### src/hdl/rhc_pkg.sv
// ----------------------------------------------------------------
// rhc_pkg
// Shared constants and types for the RGB/HSL pixel converter.
// ----------------------------------------------------------------
package rhc_pkg;

  localparam int FRAC_BITS     = 12;
  localparam int HUE_FRAC_BITS = 6;

  localparam int ONE      = 1 << FRAC_BITS;
  localparam int HUE_UNIT = 1 << HUE_FRAC_BITS;
  localparam int HUE_FULL = 360 * HUE_UNIT;
  localparam int HUE_60   = 60 * HUE_UNIT;
  localparam int HUE_120  = 120 * HUE_UNIT;
  localparam int HUE_180  = 180 * HUE_UNIT;
  localparam int HUE_240  = 240 * HUE_UNIT;

  localparam int CH_W  = 8;
  localparam int HUE_W = 15;
  localparam int Q_W   = 13;

  // pipelined divider: 2 quotient bits per stage
  localparam int DIV_ST = 8;
  localparam int DIV_NW = 24;
  localparam int DIV_DW = 10;
  localparam int DIV_QW = 16;

  // stage where both paths meet, then the output register
  localparam int MRG = DIV_ST + 1;
  localparam int NST = MRG + 1;

  // floor(x/510) for x < 2^21: (x*8224) >> 22, then one correction
  localparam int L_RECIP = 8224;
  localparam int L_SHIFT = 22;
  localparam int L_DEN   = 510;

  // floor(z/15) for z < 4096: (z*2185) >> 15
  localparam int D15_RECIP = 2185;
  localparam int D15_SHIFT = 15;

  typedef logic [NST:1] stage_en_t;

endpackage

### src/hdl/rhc_hsl2rgb.sv
// ----------------------------------------------------------------
// rhc_hsl2rgb
// HSL to RGB path: clamp, p/q forms, ramp products, rounding to 8 bits.
// Results valid at stage MRG.
// ----------------------------------------------------------------
module rhc_hsl2rgb (
  input  logic                       clk,
  input  rhc_pkg::stage_en_t         en,
  input  logic [rhc_pkg::HUE_W-1:0]  hue,
  input  logic [rhc_pkg::Q_W-1:0]    lightness,
  input  logic [rhc_pkg::Q_W-1:0]    saturation,
  output logic [rhc_pkg::CH_W-1:0]   red,
  output logic [rhc_pkg::CH_W-1:0]   green,
  output logic [rhc_pkg::CH_W-1:0]   blue
);
  import rhc_pkg::*;

  function automatic logic [11:0] ramp_k(input logic [HUE_W-1:0] t);
    logic [11:0] k;
    if (t < HUE_W'(HUE_60))       k = t[11:0];
    else if (t < HUE_W'(HUE_180)) k = 12'(HUE_60);
    else if (t < HUE_W'(HUE_240)) k = 12'(HUE_W'(HUE_240) - t);
    else                          k = '0;
    return k;
  endfunction

  logic [HUE_W-1:0] hc, tr, tb;
  logic [Q_W-1:0]   lc, sc, lc1, sc1;
  logic [21:0]      gtmp;
  logic [7:0]       gc_n;
  logic [25:0]      ls1;
  logic [11:0]      k_n [3];
  logic [11:0]      k1 [3];
  logic [11:0]      k2 [3];
  logic [24:0]      q2, p2_n, dq_n, p2, dq;
  logic [36:0]      pb3, m3 [3];
  logic [36:0]      n4 [3];
  logic [44:0]      y5 [3];
  logic [11:0]      z5 [3];
  logic [23:0]      c6 [3];
  logic [7:0]       ch6 [3];
  logic [7:0]       ch_q [3][6:MRG];
  logic             grey_q [1:5];
  logic [7:0]       gc_q   [1:5];

  // stage 1: clamp, hue offsets, l*s
  always_comb begin
    hc = (hue > HUE_W'(HUE_FULL)) ? HUE_W'(HUE_FULL) : hue;
    lc = (lightness > Q_W'(ONE)) ? Q_W'(ONE) : lightness;
    sc = (saturation > Q_W'(ONE)) ? Q_W'(ONE) : saturation;
    tr = (hc > HUE_W'(HUE_FULL - HUE_120)) ? hc - HUE_W'(HUE_FULL - HUE_120)
                                            : hc + HUE_W'(HUE_120);
    tb = (hc >= HUE_W'(HUE_120)) ? hc - HUE_W'(HUE_120)
                                 : hc + HUE_W'(HUE_FULL - HUE_120);
    k_n[0] = ramp_k(tr);
    k_n[1] = ramp_k(hc);
    k_n[2] = ramp_k(tb);
    gtmp = 22'(lc) * 22'(510) + 22'(ONE);
    gc_n = (gtmp[21:13] > 9'd255) ? 8'd255 : gtmp[20:13];
  end

  always_ff @(posedge clk) begin
    if (en[1]) begin
      lc1       <= lc;
      sc1       <= sc;
      ls1       <= 26'(lc) * 26'(sc);
      k1        <= k_n;
    end
  end

  // stage 2: q and p in Q24
  always_comb begin
    if ({lc1, 1'b0} < 14'(ONE)) q2 = 25'({lc1, 12'b0}) + 25'(ls1);
    else q2 = 25'({lc1, 12'b0}) + 25'({sc1, 12'b0}) - 25'(ls1);
    p2_n = 25'({lc1, 13'b0}) - q2;
    dq_n = q2 - p2_n;
  end

  always_ff @(posedge clk) begin
    if (en[2]) begin
      p2 <= p2_n;
      dq <= dq_n;
      k2 <= k1;
    end
  end

  // stage 3: ramp products
  always_ff @(posedge clk) begin
    if (en[3]) begin
      pb3 <= 37'(p2) * 37'(HUE_60);
      for (int c = 0; c < 3; c++) m3[c] <= 37'(dq) * 37'(k2[c]);
    end
  end

  // stage 4: numerators
  always_ff @(posedge clk) begin
    if (en[4]) begin
      for (int c = 0; c < 3; c++) n4[c] <= pb3 + m3[c];
    end
  end

  // stage 5: scale by 255, add half the divisor (15 * 2^31), drop 2^32
  always_comb begin
    for (int c = 0; c < 3; c++) begin
      y5[c] = 45'(n4[c]) * 45'(255) + (45'(15) << 31);
    end
  end

  always_ff @(posedge clk) begin
    if (en[5]) begin
      for (int c = 0; c < 3; c++) z5[c] <= y5[c][43:32];
    end
  end

  // stage 6: divide by 15, clamp, grey override
  always_comb begin
    for (int c = 0; c < 3; c++) begin
      c6[c] = 24'(z5[c]) * 24'(D15_RECIP);
      if (grey_q[5]) ch6[c] = gc_q[5];
      else if (c6[c][D15_SHIFT+8:D15_SHIFT] > 9'd255) ch6[c] = 8'd255;
      else ch6[c] = c6[c][D15_SHIFT+7:D15_SHIFT];
    end
  end

  always_ff @(posedge clk) begin
    if (en[1]) begin
      grey_q[1] <= (sc == '0);
      gc_q[1]   <= gc_n;
    end
    for (int k = 2; k <= 5; k++) begin
      if (en[k]) begin
        grey_q[k] <= grey_q[k-1];
        gc_q[k]   <= gc_q[k-1];
      end
    end
    for (int c = 0; c < 3; c++) begin
      if (en[6]) ch_q[c][6] <= ch6[c];
      for (int k = 7; k <= MRG; k++) begin
        if (en[k]) ch_q[c][k] <= ch_q[c][k-1];
      end
    end
  end

  assign red   = ch_q[0][MRG];
  assign green = ch_q[1][MRG];
  assign blue  = ch_q[2][MRG];

endmodule

### config.mk
export PLATFORM = sky130hd
export DESIGN_NAME = rhc_hsl2rgb
export DESIGN_NICKNAME = d
export VERILOG_FILES = /design/src/hdl/rhc_pkg.sv /design/src/hdl/rhc_hsl2rgb.sv
export SDC_FILE = /design/constraint.sdc
export NUM_CORES = 2
export LEC_CHECK = 0
export BUFFER_PORTS_ARGS = -buffer_cell sky130_fd_sc_hd__buf_2
export CORE_UTILIZATION = 40
export CTS_CLUSTER_SIZE = 24
export DETAILED_ROUTE_END_ITERATION = 8
export PLACE_DENSITY = 0.57
export SKIP_CTS_REPAIR_TIMING = 1
export SLEW_MARGIN = 20
export SYNTH_ARGS = -nofsm -noshare
export SYNTH_HDL_FRONTEND = slang
export SYNTH_SLANG_ARGS = --single-unit
### constraint.sdc
create_clock -name clk -period 17.5 [get_ports clk]
set_input_delay 3.5 -clock clk [delete_from_list [all_inputs] [get_ports clk]]
set_output_delay 3.5 -clock clk [all_outputs]
set_load 0.05 [all_outputs]
==> flow_summary_export.csv <==
group,metric,value,unit
floorplan,io_pins,76,
clock_network,cts_tree,"yes",
timing,rsz0062_at_grt,"false",
final_layout,seq_area,17840,µm²
status,status,"finished, final reports clean",
global_route,track_usage,0.1824,
clock_network,worstSkewPairLatency,0.68,ns
routing,postRouteWirelength,191000,µm
worst_setup_path,critical-path-top-delay-family,"adder cells",
timing,setup_violations,0,
yosys,synth_area,85280,µm²
yosys,yosysMostFrequentCell,"inv_1",
routing,antenna_left,0,
floorplan,dieArea,215100,µm²
global_route,grt_max_degree,79,
clock_network,cts_buffer_depth,3,
yosys,synthSimpleGateAreaFrac,0.1036,
timing,tightest_slew,1.203,ns
yosys,syn_inst,8319,
worst_setup_path,path_buf_inv,8,
yosys,synth_top_family_by_area,"adder cells",
routing,drc_errors,0,
floorplan,core.rowCount,169,
run,max_cap_viol_count,0,
timing,hold_viol,0,
global_route,grt_pass1_wl,314500,µm
yosys,synth_compound_area_frac,0.07353,
final_layout,drive_above_1_share,0.03735,
global_route,grt_overflow,0,
routing,drt_iter0_drc,3102,
placement,placed_cells,11040,
worst_setup_path,slowest_stage,"clkinv_1",
final_layout,area_growth,6.803,%
timing,finalSetupTns,0,ns
final_layout,nets,10770,
floorplan,die_h,463.7,µm
yosys,ys_seq_area_frac,0.2092,
yosys,synth_xor_area_frac,0.03609,
yosys,synth_mux_area_frac,0.002054,
clock_network,cts_root_buffer,"clkbuf_16",
yosys,yosysWarningCount,0,
yosys,synth_area_leaders,"fa_1 (34%), edfxtp_1 (21%), ha_1 (14%), inv_1 (8.0%), nand2_1 (4.0%)",
routing,via_count,55480,
timing,slew_headroom,0.1978,
yosys,synth_cell_types,96,
placement,port_buffers,74,
timing,min_period_over_period,0.5925,
worst_setup_path,endpoint_kind,"flip-flop",
timing,min_period,10.37,ns
clock_network,cts.sinks,594,
routing,viasPerCell,4.964,
worst_setup_path,path_class,"input pin to flip-flop",
global_route,grt_pass1_vias,59600,
floorplan,initial_core_util,0.4025,
hold_path,hold_class,"flip-flop to flip-flop",
floorplan,core,211900,µm²
final_layout,instances_no_fill,11180,
clock_network,cts_buffers,71,
worst_setup_path,critPathRequiredTime,17.94,ns
yosys,synthArstFlopShare,0,
yosys,synth-main-ff-cell,"edfxtp_1",
worst_setup_path,critPathArrivalTime,10.81,ns
timing,skew,0.03024,ns
clock_network,path_clk_slew,0.06,ns
yosys,yosysTopAreaCellShare,0.3401,
worst_setup_path,worstPathMaxFanout,20,
routing,dr.pass1.iters,5,
routing,wl_per_cell,17.09,µm
floorplan,dieWidth,463.7,µm
worst_setup_path,slowest_delay,0.77,ns
yosys,synth_edf_count,594,
placement,hpwl,154000,µm
yosys,avgSynthCellArea,10.25,µm²
clock_network,htreeDepth,3,
final_layout,multiInputGateArea,59700,µm²
timing,maxSlewViolCount,0,
timing,fin_hold_ws,0.4149,ns
final_layout,fill_cells,20230,
worst_setup_path,setup.worst_path.start_class,"input pin",
yosys,synth_seq_cells,594,
global_route,antenna_found_initial,11,
yosys,synth.largest_area_cell,"fa_1",
yosys,yosys.area_share.adder,0.4832,
timing,max_freq,96.44,MHz
placement,gp_congestion,0.8644,
yosys,synth_commonest_cells,"inv_1 (1808), fa_1 (1449), ha_1 (974)",
-- per-layer routing --
metal / GRT usage / vias up / part of all wire
li1: - / 26190 / -
met1: 0.2545 / 27780 / 0.47
met2: 0.2940 / 1240 / 0.45
met3: 0.02610 / 265 / 0.053
met4: 0.05383 / 2 / 0.030
met5: 0 / - / 0.000068
-- path summary, 6_finish.rpt --
check	from	endpoint	slack (ns)	depth (start not counted)
max	lightness[12]	ls1[24]	7.13	26
min reg2reg	k1[13]	k2[13]	0.41	0
max reg2reg	k2[3]	m3[0][108]	10.24	19
min	k1[13]	k2[13]	0.41	0
-- per-stage QoR --
step | cell area [µm²] | utilization | worst slack (ns)
finish | 91080 | 0.4299 | 7.131
CTS | 91040 | 0.4297 | 7.234
floorplan | 85390 | - | 8.270
detailed placement | 88640 | 0.4184 | 6.492
global placement | 88640 | 0.4184 | 6.608
global route | 91080 | 0.4299 | 6.546
-- layout by cell type, fill, tap and decap left out, types with 73 or more instances in the layout --
cell type,n
ha_1,974
a21o_1,135
xnor2_1,251
and2_1,265
edfxtp_1,594
inv_1,1808
a21oi_1,302
o21ai_0,166
xor2_1,94
nor2_1,267
fa_1,1449
nand2_1,915
clkbuf_16,73
-- logic make-up (layout without fill, tap and decap cells) --
logic type                 after synthesis  after routing
AOI/OAI and AO/OA                      970            970
and+or+nand+nor                       1897           1897
DFF                                    594            594
xor gates and xnor gates               348            348
adders and majority gates             2424           2424
other                                    2             33
buffers and inverters                 2067           2073
muxes                                   17             17
-- cell type report --
type,count,share of cell area
multi-input combinational,5687,0.6554
sequential,594,0.1958
inverter,1815,0.07480
tap,2821,0.03875
clock buffer,82,0.02043
timing repair buffer,127,0.008805
clock inverter,49,0.005907
antenna,2,0.00005495
-- sequential cells by signal, indices dropped and copies added, names as in the netlist --
signal,count
ch_q,96
dq,24
gc_q,40
grey_q,5
k1,36
k2,36
lc1,13
ls1,25
m3,108
n4,108
p2,25
pb3,29
sc1,13
z5,36
Power is left out: the tool's default activity adds up to more than one toggle a clock period on the data nets, which glitch-free logic cannot reach.
