## config.mk

```make
export PLATFORM = sky130hd
export DESIGN_NAME = rhc_rgb2hsl
export DESIGN_NICKNAME = d
export VERILOG_FILES = /design/src/hdl/rhc_pkg.sv /design/src/hdl/rhc_div.sv /design/src/hdl/rhc_rgb2hsl.sv
export SDC_FILE = /design/constraint.sdc
export NUM_CORES = 2
export LEC_CHECK = 0
export BUFFER_PORTS_ARGS = -buffer_cell sky130_fd_sc_hd__buf_2
export CAP_MARGIN = 20
export CORE_UTILIZATION = 60
export DETAILED_ROUTE_END_ITERATION = 12
export MAX_ROUTING_LAYER = met4
export PLACE_DENSITY = 0.76
export RECOVER_POWER = 25
export SLEW_MARGIN = 0
export SYNTH_ARGS = -nofsm -noshare
export SYNTH_HDL_FRONTEND = slang
export SYNTH_SLANG_ARGS = --single-unit
```

## constraint.sdc

```tcl
create_clock -name clk -period 41.7 [get_ports clk]
set_clock_uncertainty 0.15 [all_clocks]
set_input_delay 10.425 -clock clk [delete_from_list [all_inputs] [get_ports clk]]
set_output_delay 10.425 -clock clk [all_outputs]
set_load 0.01 [all_outputs]
```

## src/hdl/rhc_pkg.sv

```systemverilog
// ----------------------------------------------------------------
// rhc_pkg
// Shared constants and types for the RGB/HSL pixel converter.
// ----------------------------------------------------------------
package rhc_pkg;

  localparam int FRAC_BITS     = 12;
  localparam int HUE_FRAC_BITS = 6;

  localparam int ONE      = 1 << FRAC_BITS;
  localparam int HUE_UNIT = 1 << HUE_FRAC_BITS;
  localparam int HUE_FULL = 360 * HUE_UNIT;
  localparam int HUE_60   = 60 * HUE_UNIT;
  localparam int HUE_120  = 120 * HUE_UNIT;
  localparam int HUE_180  = 180 * HUE_UNIT;
  localparam int HUE_240  = 240 * HUE_UNIT;

  localparam int CH_W  = 8;
  localparam int HUE_W = 15;
  localparam int Q_W   = 13;

  // pipelined divider: 2 quotient bits per stage
  localparam int DIV_ST = 8;
  localparam int DIV_NW = 24;
  localparam int DIV_DW = 10;
  localparam int DIV_QW = 16;

  // stage where both paths meet, then the output register
  localparam int MRG = DIV_ST + 1;
  localparam int NST = MRG + 1;

  // floor(x/510) for x < 2^21: (x*8224) >> 22, then one correction
  localparam int L_RECIP = 8224;
  localparam int L_SHIFT = 22;
  localparam int L_DEN   = 510;

  // floor(z/15) for z < 4096: (z*2185) >> 15
  localparam int D15_RECIP = 2185;
  localparam int D15_SHIFT = 15;

  typedef logic [NST:1] stage_en_t;

endpackage

```

## src/hdl/rhc_div.sv

```systemverilog
// ----------------------------------------------------------------
// rhc_div
// Pipelined restoring divider, two quotient bits per stage.
// Quotient must fit in DIV_QW bits.
// ----------------------------------------------------------------
module rhc_div (
  input  logic                       clk,
  input  logic [rhc_pkg::DIV_ST-1:0] en,
  input  logic [rhc_pkg::DIV_NW-1:0] num,
  input  logic [rhc_pkg::DIV_DW-1:0] den,
  output logic [rhc_pkg::DIV_QW-1:0] quo
);
  import rhc_pkg::*;

  localparam int BPS = DIV_QW / DIV_ST;
  localparam int TW  = DIV_DW + DIV_QW;

  logic [DIV_NW-1:0] rem_in [DIV_ST];
  logic [DIV_NW-1:0] rem_n  [DIV_ST];
  logic [DIV_NW-1:0] rem_q  [DIV_ST];
  logic [DIV_DW-1:0] den_in [DIV_ST];
  logic [DIV_DW-1:0] den_q  [DIV_ST];
  logic [DIV_QW-1:0] quo_in [DIV_ST];
  logic [DIV_QW-1:0] quo_n  [DIV_ST];
  logic [DIV_QW-1:0] quo_q  [DIV_ST];

  for (genvar j = 0; j < DIV_ST; j++) begin : g_st
    if (j == 0) begin : g_first
      assign rem_in[j] = num;
      assign den_in[j] = den;
      assign quo_in[j] = '0;
    end else begin : g_next
      assign rem_in[j] = rem_q[j-1];
      assign den_in[j] = den_q[j-1];
      assign quo_in[j] = quo_q[j-1];
    end

    always_comb begin : step
      logic [TW-1:0]     trial;
      logic [DIV_NW-1:0] r;
      logic [DIV_QW-1:0] q;
      r = rem_in[j];
      q = quo_in[j];
      for (int b = 0; b < BPS; b++) begin
        trial = TW'(den_in[j]) << (DIV_QW - 1 - j * BPS - b);
        if (TW'(r) >= trial) begin
          r = r - DIV_NW'(trial);
          q = {q[DIV_QW-2:0], 1'b1};
        end else begin
          q = {q[DIV_QW-2:0], 1'b0};
        end
      end
      rem_n[j] = r;
      quo_n[j] = q;
    end

    always_ff @(posedge clk) begin
      if (en[j]) begin
        rem_q[j] <= rem_n[j];
        den_q[j] <= den_in[j];
        quo_q[j] <= quo_n[j];
      end
    end
  end

  assign quo = quo_q[DIV_ST-1];

endmodule

```

## src/hdl/rhc_rgb2hsl.sv

```systemverilog
// ----------------------------------------------------------------
// rhc_rgb2hsl
// RGB to HSL path: min/max front end, hue and saturation dividers,
// lightness by reciprocal multiply. Results valid at stage MRG.
// ----------------------------------------------------------------
module rhc_rgb2hsl (
  input  logic                       clk,
  input  rhc_pkg::stage_en_t         en,
  input  logic [rhc_pkg::CH_W-1:0]   red,
  input  logic [rhc_pkg::CH_W-1:0]   green,
  input  logic [rhc_pkg::CH_W-1:0]   blue,
  output logic [rhc_pkg::HUE_W-1:0]  hue,
  output logic [rhc_pkg::Q_W-1:0]    lightness,
  output logic [rhc_pkg::Q_W-1:0]    saturation
);
  import rhc_pkg::*;

  // front end
  logic [7:0]        mx, mn, d;
  logic [8:0]        s, sden;
  logic signed [18:0] rr, gg, bb, dd, hn;
  logic [DIV_NW-1:0] hnum_n, snum_n, hnum_q, snum_q;
  logic [DIV_DW-1:0] hden_n, sden_n, hden_q, sden_q;
  logic [20:0]       lx_n, lx1, lx2;
  logic [34:0]       lprod;
  logic [12:0]       qe, lt;
  logic [21:0]       lrem;
  logic [DIV_QW-1:0] hquo, squo;
  logic [Q_W-1:0]    light_q [3:MRG];
  logic              grey_q  [1:MRG];

  always_comb begin
    mx = red;
    mn = red;
    if (green > mx) mx = green;
    if (blue > mx)  mx = blue;
    if (green < mn) mn = green;
    if (blue < mn)  mn = blue;
    d    = mx - mn;
    s    = 9'(mx) + 9'(mn);
    sden = (s < 9'd255) ? s : 9'd510 - s;
    rr = 19'(red);
    gg = 19'(green);
    bb = 19'(blue);
    dd = 19'(d);
    // red wins ties, then green
    if (mx == red)        hn = 19'sd60 * (gg - bb);
    else if (mx == green) hn = 19'sd60 * (bb - rr) + 19'sd120 * dd;
    else                  hn = 19'sd60 * (rr - gg) + 19'sd240 * dd;
    if (hn < 0) hn = hn + 19'sd360 * dd;
    // round(a/b) = floor((2a+b)/2b)
    hnum_n = 24'({hn[16:0], 7'b0}) + 24'(d);
    hden_n = 10'({d, 1'b0});
    snum_n = 24'({d, 13'b0}) + 24'(sden);
    sden_n = 10'({sden, 1'b0});
    lx_n   = 21'({s, 12'b0}) + 21'd255;
  end

  always_ff @(posedge clk) begin
    if (en[1]) begin
      hnum_q    <= hnum_n;
      hden_q    <= hden_n;
      snum_q    <= snum_n;
      sden_q    <= sden_n;
      lx1       <= lx_n;
    end
  end

  rhc_div u_hue_div (
    .clk (clk),
    .en  (en[MRG:2]),
    .num (hnum_q),
    .den (hden_q),
    .quo (hquo)
  );

  rhc_div u_sat_div (
    .clk (clk),
    .en  (en[MRG:2]),
    .num (snum_q),
    .den (sden_q),
    .quo (squo)
  );

  // lightness = floor((s*4096 + 255) / 510)
  always_ff @(posedge clk) begin
    if (en[2]) begin
      lprod <= 35'(lx1) * 35'(L_RECIP);
      lx2   <= lx1;
    end
  end

  always_comb begin
    qe   = lprod[L_SHIFT+12:L_SHIFT];
    lrem = 22'(lx2) - 22'(qe) * 22'(L_DEN);
    lt   = (lrem >= 22'(L_DEN)) ? qe + 13'd1 : qe;
  end

  always_ff @(posedge clk) begin
    if (en[3]) light_q[3] <= lt;
    for (int k = 4; k <= MRG; k++) begin
      if (en[k]) light_q[k] <= light_q[k-1];
    end
    if (en[1]) grey_q[1] <= (d == 8'd0);
    for (int k = 2; k <= MRG; k++) begin
      if (en[k]) grey_q[k] <= grey_q[k-1];
    end
  end

  always_comb begin
    lightness = light_q[MRG];
    if (grey_q[MRG]) begin
      hue        = '0;
      saturation = '0;
    end else begin
      hue        = hquo[HUE_W-1:0];
      saturation = (squo > DIV_QW'(ONE)) ? Q_W'(ONE) : squo[Q_W-1:0];
    end
  end

endmodule

```

==> impl_results.md <==
* Wire length on met1 at 42.5 mm
* Crit-path max FO at 21
* Global-route wire length before repair at 175 mm
* Synthesized area per cell at 10.0 µm²
* Final worst-path cycle share at 53.4%
* Final setup fails at 0
* Syn Nets at 5805
* Hold Path Class: reg -> reg
* YS warnings at 0
* Worst-margin pin slew at 1.07 ns
* Post-CTS Resized at 0
* Mux contribution to synthesized area at 3.41%
* Drt via density at 5.81
* Via count at 36868
* Final HPWL DP at 84.2 mm
* TritonRoute pass-1 iters at 6
* Fmax achieved at 0.0449 GHz
* Post-synthesis async set-or-reset flop share at 0%
* Remaining antenna violation count at 0
* Final hold violation count at 0
* Cts bufs inserted at 67
* Synth top area share at 37.1%
* MaxCap Viol Count at 0
* Ys flop type: edfxtp_1
* Cells after Synth at 5082
* Nets at 5885
* Die Y at 293 µm
* Most used cell, CP: a21oi_1
* EDFF count, synth at 630
* Die area at 0.0861 mm²
* Non-Filler Instances at 6347
* Root Buffer Master: clkbuf_16
* Adder-cell share of the synthesized area at 19.1%
* Total track usage at 25.5%
* Synth Area in XOR/XNOR at 7.84%
* GPL Wtd Cong at 0.940
* Initial antenna violation count at 1
* Mapped Area at 0.0510 mm²
* GRT Residual Overflow at 0
* Fill cell count at 6566
* Post-synth cell types at 98
* Initial Util at 60.8%
* Most common cell in the netlist: edfxtp_1
* Crit end category: flip-flop
* CTS tree: yes
* Highest routed layer: met4
* Post-CTS Hold Fix Bufs at 0
* Sequential share of the synthesized area at 37.1%
* Vias in the first global route at 36684
* Met3 WL at 3.26 mm
* Compound-gate portion of the synthesized area at 13.9%
* Synth area leaders: edfxtp_1, ha_1, fa_1, xnor2_1, inv_1
* First DRT Iteration DRCs at 1875
* CP startpoint kind: input pin
* Cell Rows at 106
* WP data required at 41.89 ns
* Clock Latency Late Sink at 0.61 ns
* I/O pin total at 76
* Setup TNS at 0 ns
* Synth Area in Simple Gates at 13.7%
* Largest net degree at the start of global routing at 70
* Residual DRC at 0
* Slowest cell on the critical path: a21oi_2
* RSZ-0062 raised after global routing: false
* Slew Limit Fails at 0
* Area delta synth->final at 7.50%
* Status: finished clean
* Path type of the worst setup path: in -> reg
* Largest family of logic cells by synthesized area: adder cells
* Delay of the slowest critical-path stage at 0.78 ns
* DR WL/cell at 16.8 µm
* Placed Cells at 6226
* WL final at 106 mm
* Most area-hungry cell type in the Yosys netlist: edfxtp_1
* Tmin final at 22.26 ns
* CORE AREA at 0.0838 mm²
* Clock Path Buffers at 3
* Worst rel slew slack at 28.2%
* Synth cell count leaders: edfxtp_1, inv_1, ha_1
* Met2 wire length at 56.4 mm
* Setup Buffers After CTS at 0
* CTS Sinks at 630
* Port buffer count at 74
* Die Wd at 293 µm
* H-tree Lvls at 3
* Arr. time, crit path at 22.45 ns
* Worst-path clk slew at 0.06 ns
* Share of layout cells above drive strength 1 at 6.45%
* Synthesized flop and latch total at 630
==> kinds of logic after synthesis <==
group	Yosys count
compound gates	1107
xor+xnor	452
fa+ha+maj	688
buf+inv	655
flops	630
mux	163
simple gates	1387
==> final cells by class <==
| class | instances | area [µm²] | share of cell area, % |
|---|---|---|---|
| Tap cell | 1134 | 1420 | 2.59 |
| Inverter | 568 | 2130 | 3.89 |
| Clock buffer | 75 | 1730 | 3.15 |
| Timing Repair Buffer | 98 | 561 | 1.02 |
| Multi-Input combinational cell | 3797 | 29500 | 53.9 |
| Sequential cell | 630 | 18900 | 34.5 |
| Clock inverter | 44 | 499 | 0.911 |
| Antenna cell | 1 | 2.50 | 0.00457 |
==> sequential cells by signal, indices dropped and copies added (netlist names) <==
register,count
snum_q,1
hnum_q,16
u_sat_div.quo_q,72
sden_q,8
u_hue_div.rem_q,134
u_sat_div.den_q,33
lprod,13
lx1,8
light_q,91
u_hue_div.den_q,37
lx2,8
grey_q,9
u_hue_div.quo_q,64
u_sat_div.rem_q,130
hden_q,6
==> per-layer routing <==
| metal | GRT usage, % | up-vias |
|---|---|---|
| met5 | - | - |
| met1 | 27.5 | 17448 |
| li1 | - | 18442 |
| met2 | 47.7 | 721 |
| met4 | 10.5 | 0 |
| met3 | 2.22 | 257 |
==> placed cells by master (no fill, tap or decap), drive strengths merged, types with 38 or more instances in the layout <==
| cell type | count |
|---|---|
| fa | 147 |
| and2 | 39 |
| a21o | 150 |
| mux2i | 78 |
| inv | 575 |
| a21oi | 325 |
| nor4 | 75 |
| o21bai | 38 |
| nor2 | 370 |
| clkbuf | 76 |
| nor2b | 101 |
| nand4 | 72 |
| buf | 97 |
| nor3 | 102 |
| nand2b | 86 |
| o21a | 39 |
| ha | 541 |
| xnor2 | 305 |
| mux2 | 85 |
| o21ai | 266 |
| a21boi | 48 |
| nand2 | 291 |
| xor2 | 145 |
| nand3 | 88 |
| edfxtp | 630 |
==> worst paths after layout <==
check	end	slack, ns	cells after the start	startpoint
setup / recovery	hnum_q[23]	19.44	45	green[7]
hold reg to reg	light_q[0][69]	0.25	0	light_q[0][56]
hold / removal	light_q[0][69]	0.25	0	light_q[0][56]
setup reg to reg	light_q[0][51]	33.63	32	lprod[25]
==> worst max-delay path: cells and delay by family <==
family | cells | cell delay (ns)
xor gates and xnor gates | 4 | 1.47
adders and majority gates | 9 | 3.40
buffers and inverters | 4 | 0.44
and+or+nand+nor | 6 | 0.99
AOI/OAI and AO/OA | 21 | 5.39
muxes | 1 | 0.29
==> metrics by stage <==
stage          hold slack (ns)  util (%)  setup slack, ns  area [µm²]
2_1_floorplan            0.250         -            21.45       51000
3_3_place_gp             0.251      62.7            19.07       52600
3_5_place_dp             0.255      62.7            18.90       52600
4_1_cts                  0.253      65.4            19.46       54800
5_1_grt                  0.259      65.4            18.51       54800
6_report                 0.253      65.4            19.44       54800
Power is left out: the tool's default activity adds up to more than one toggle a clock period on the data nets, which glitch-free logic cannot reach.
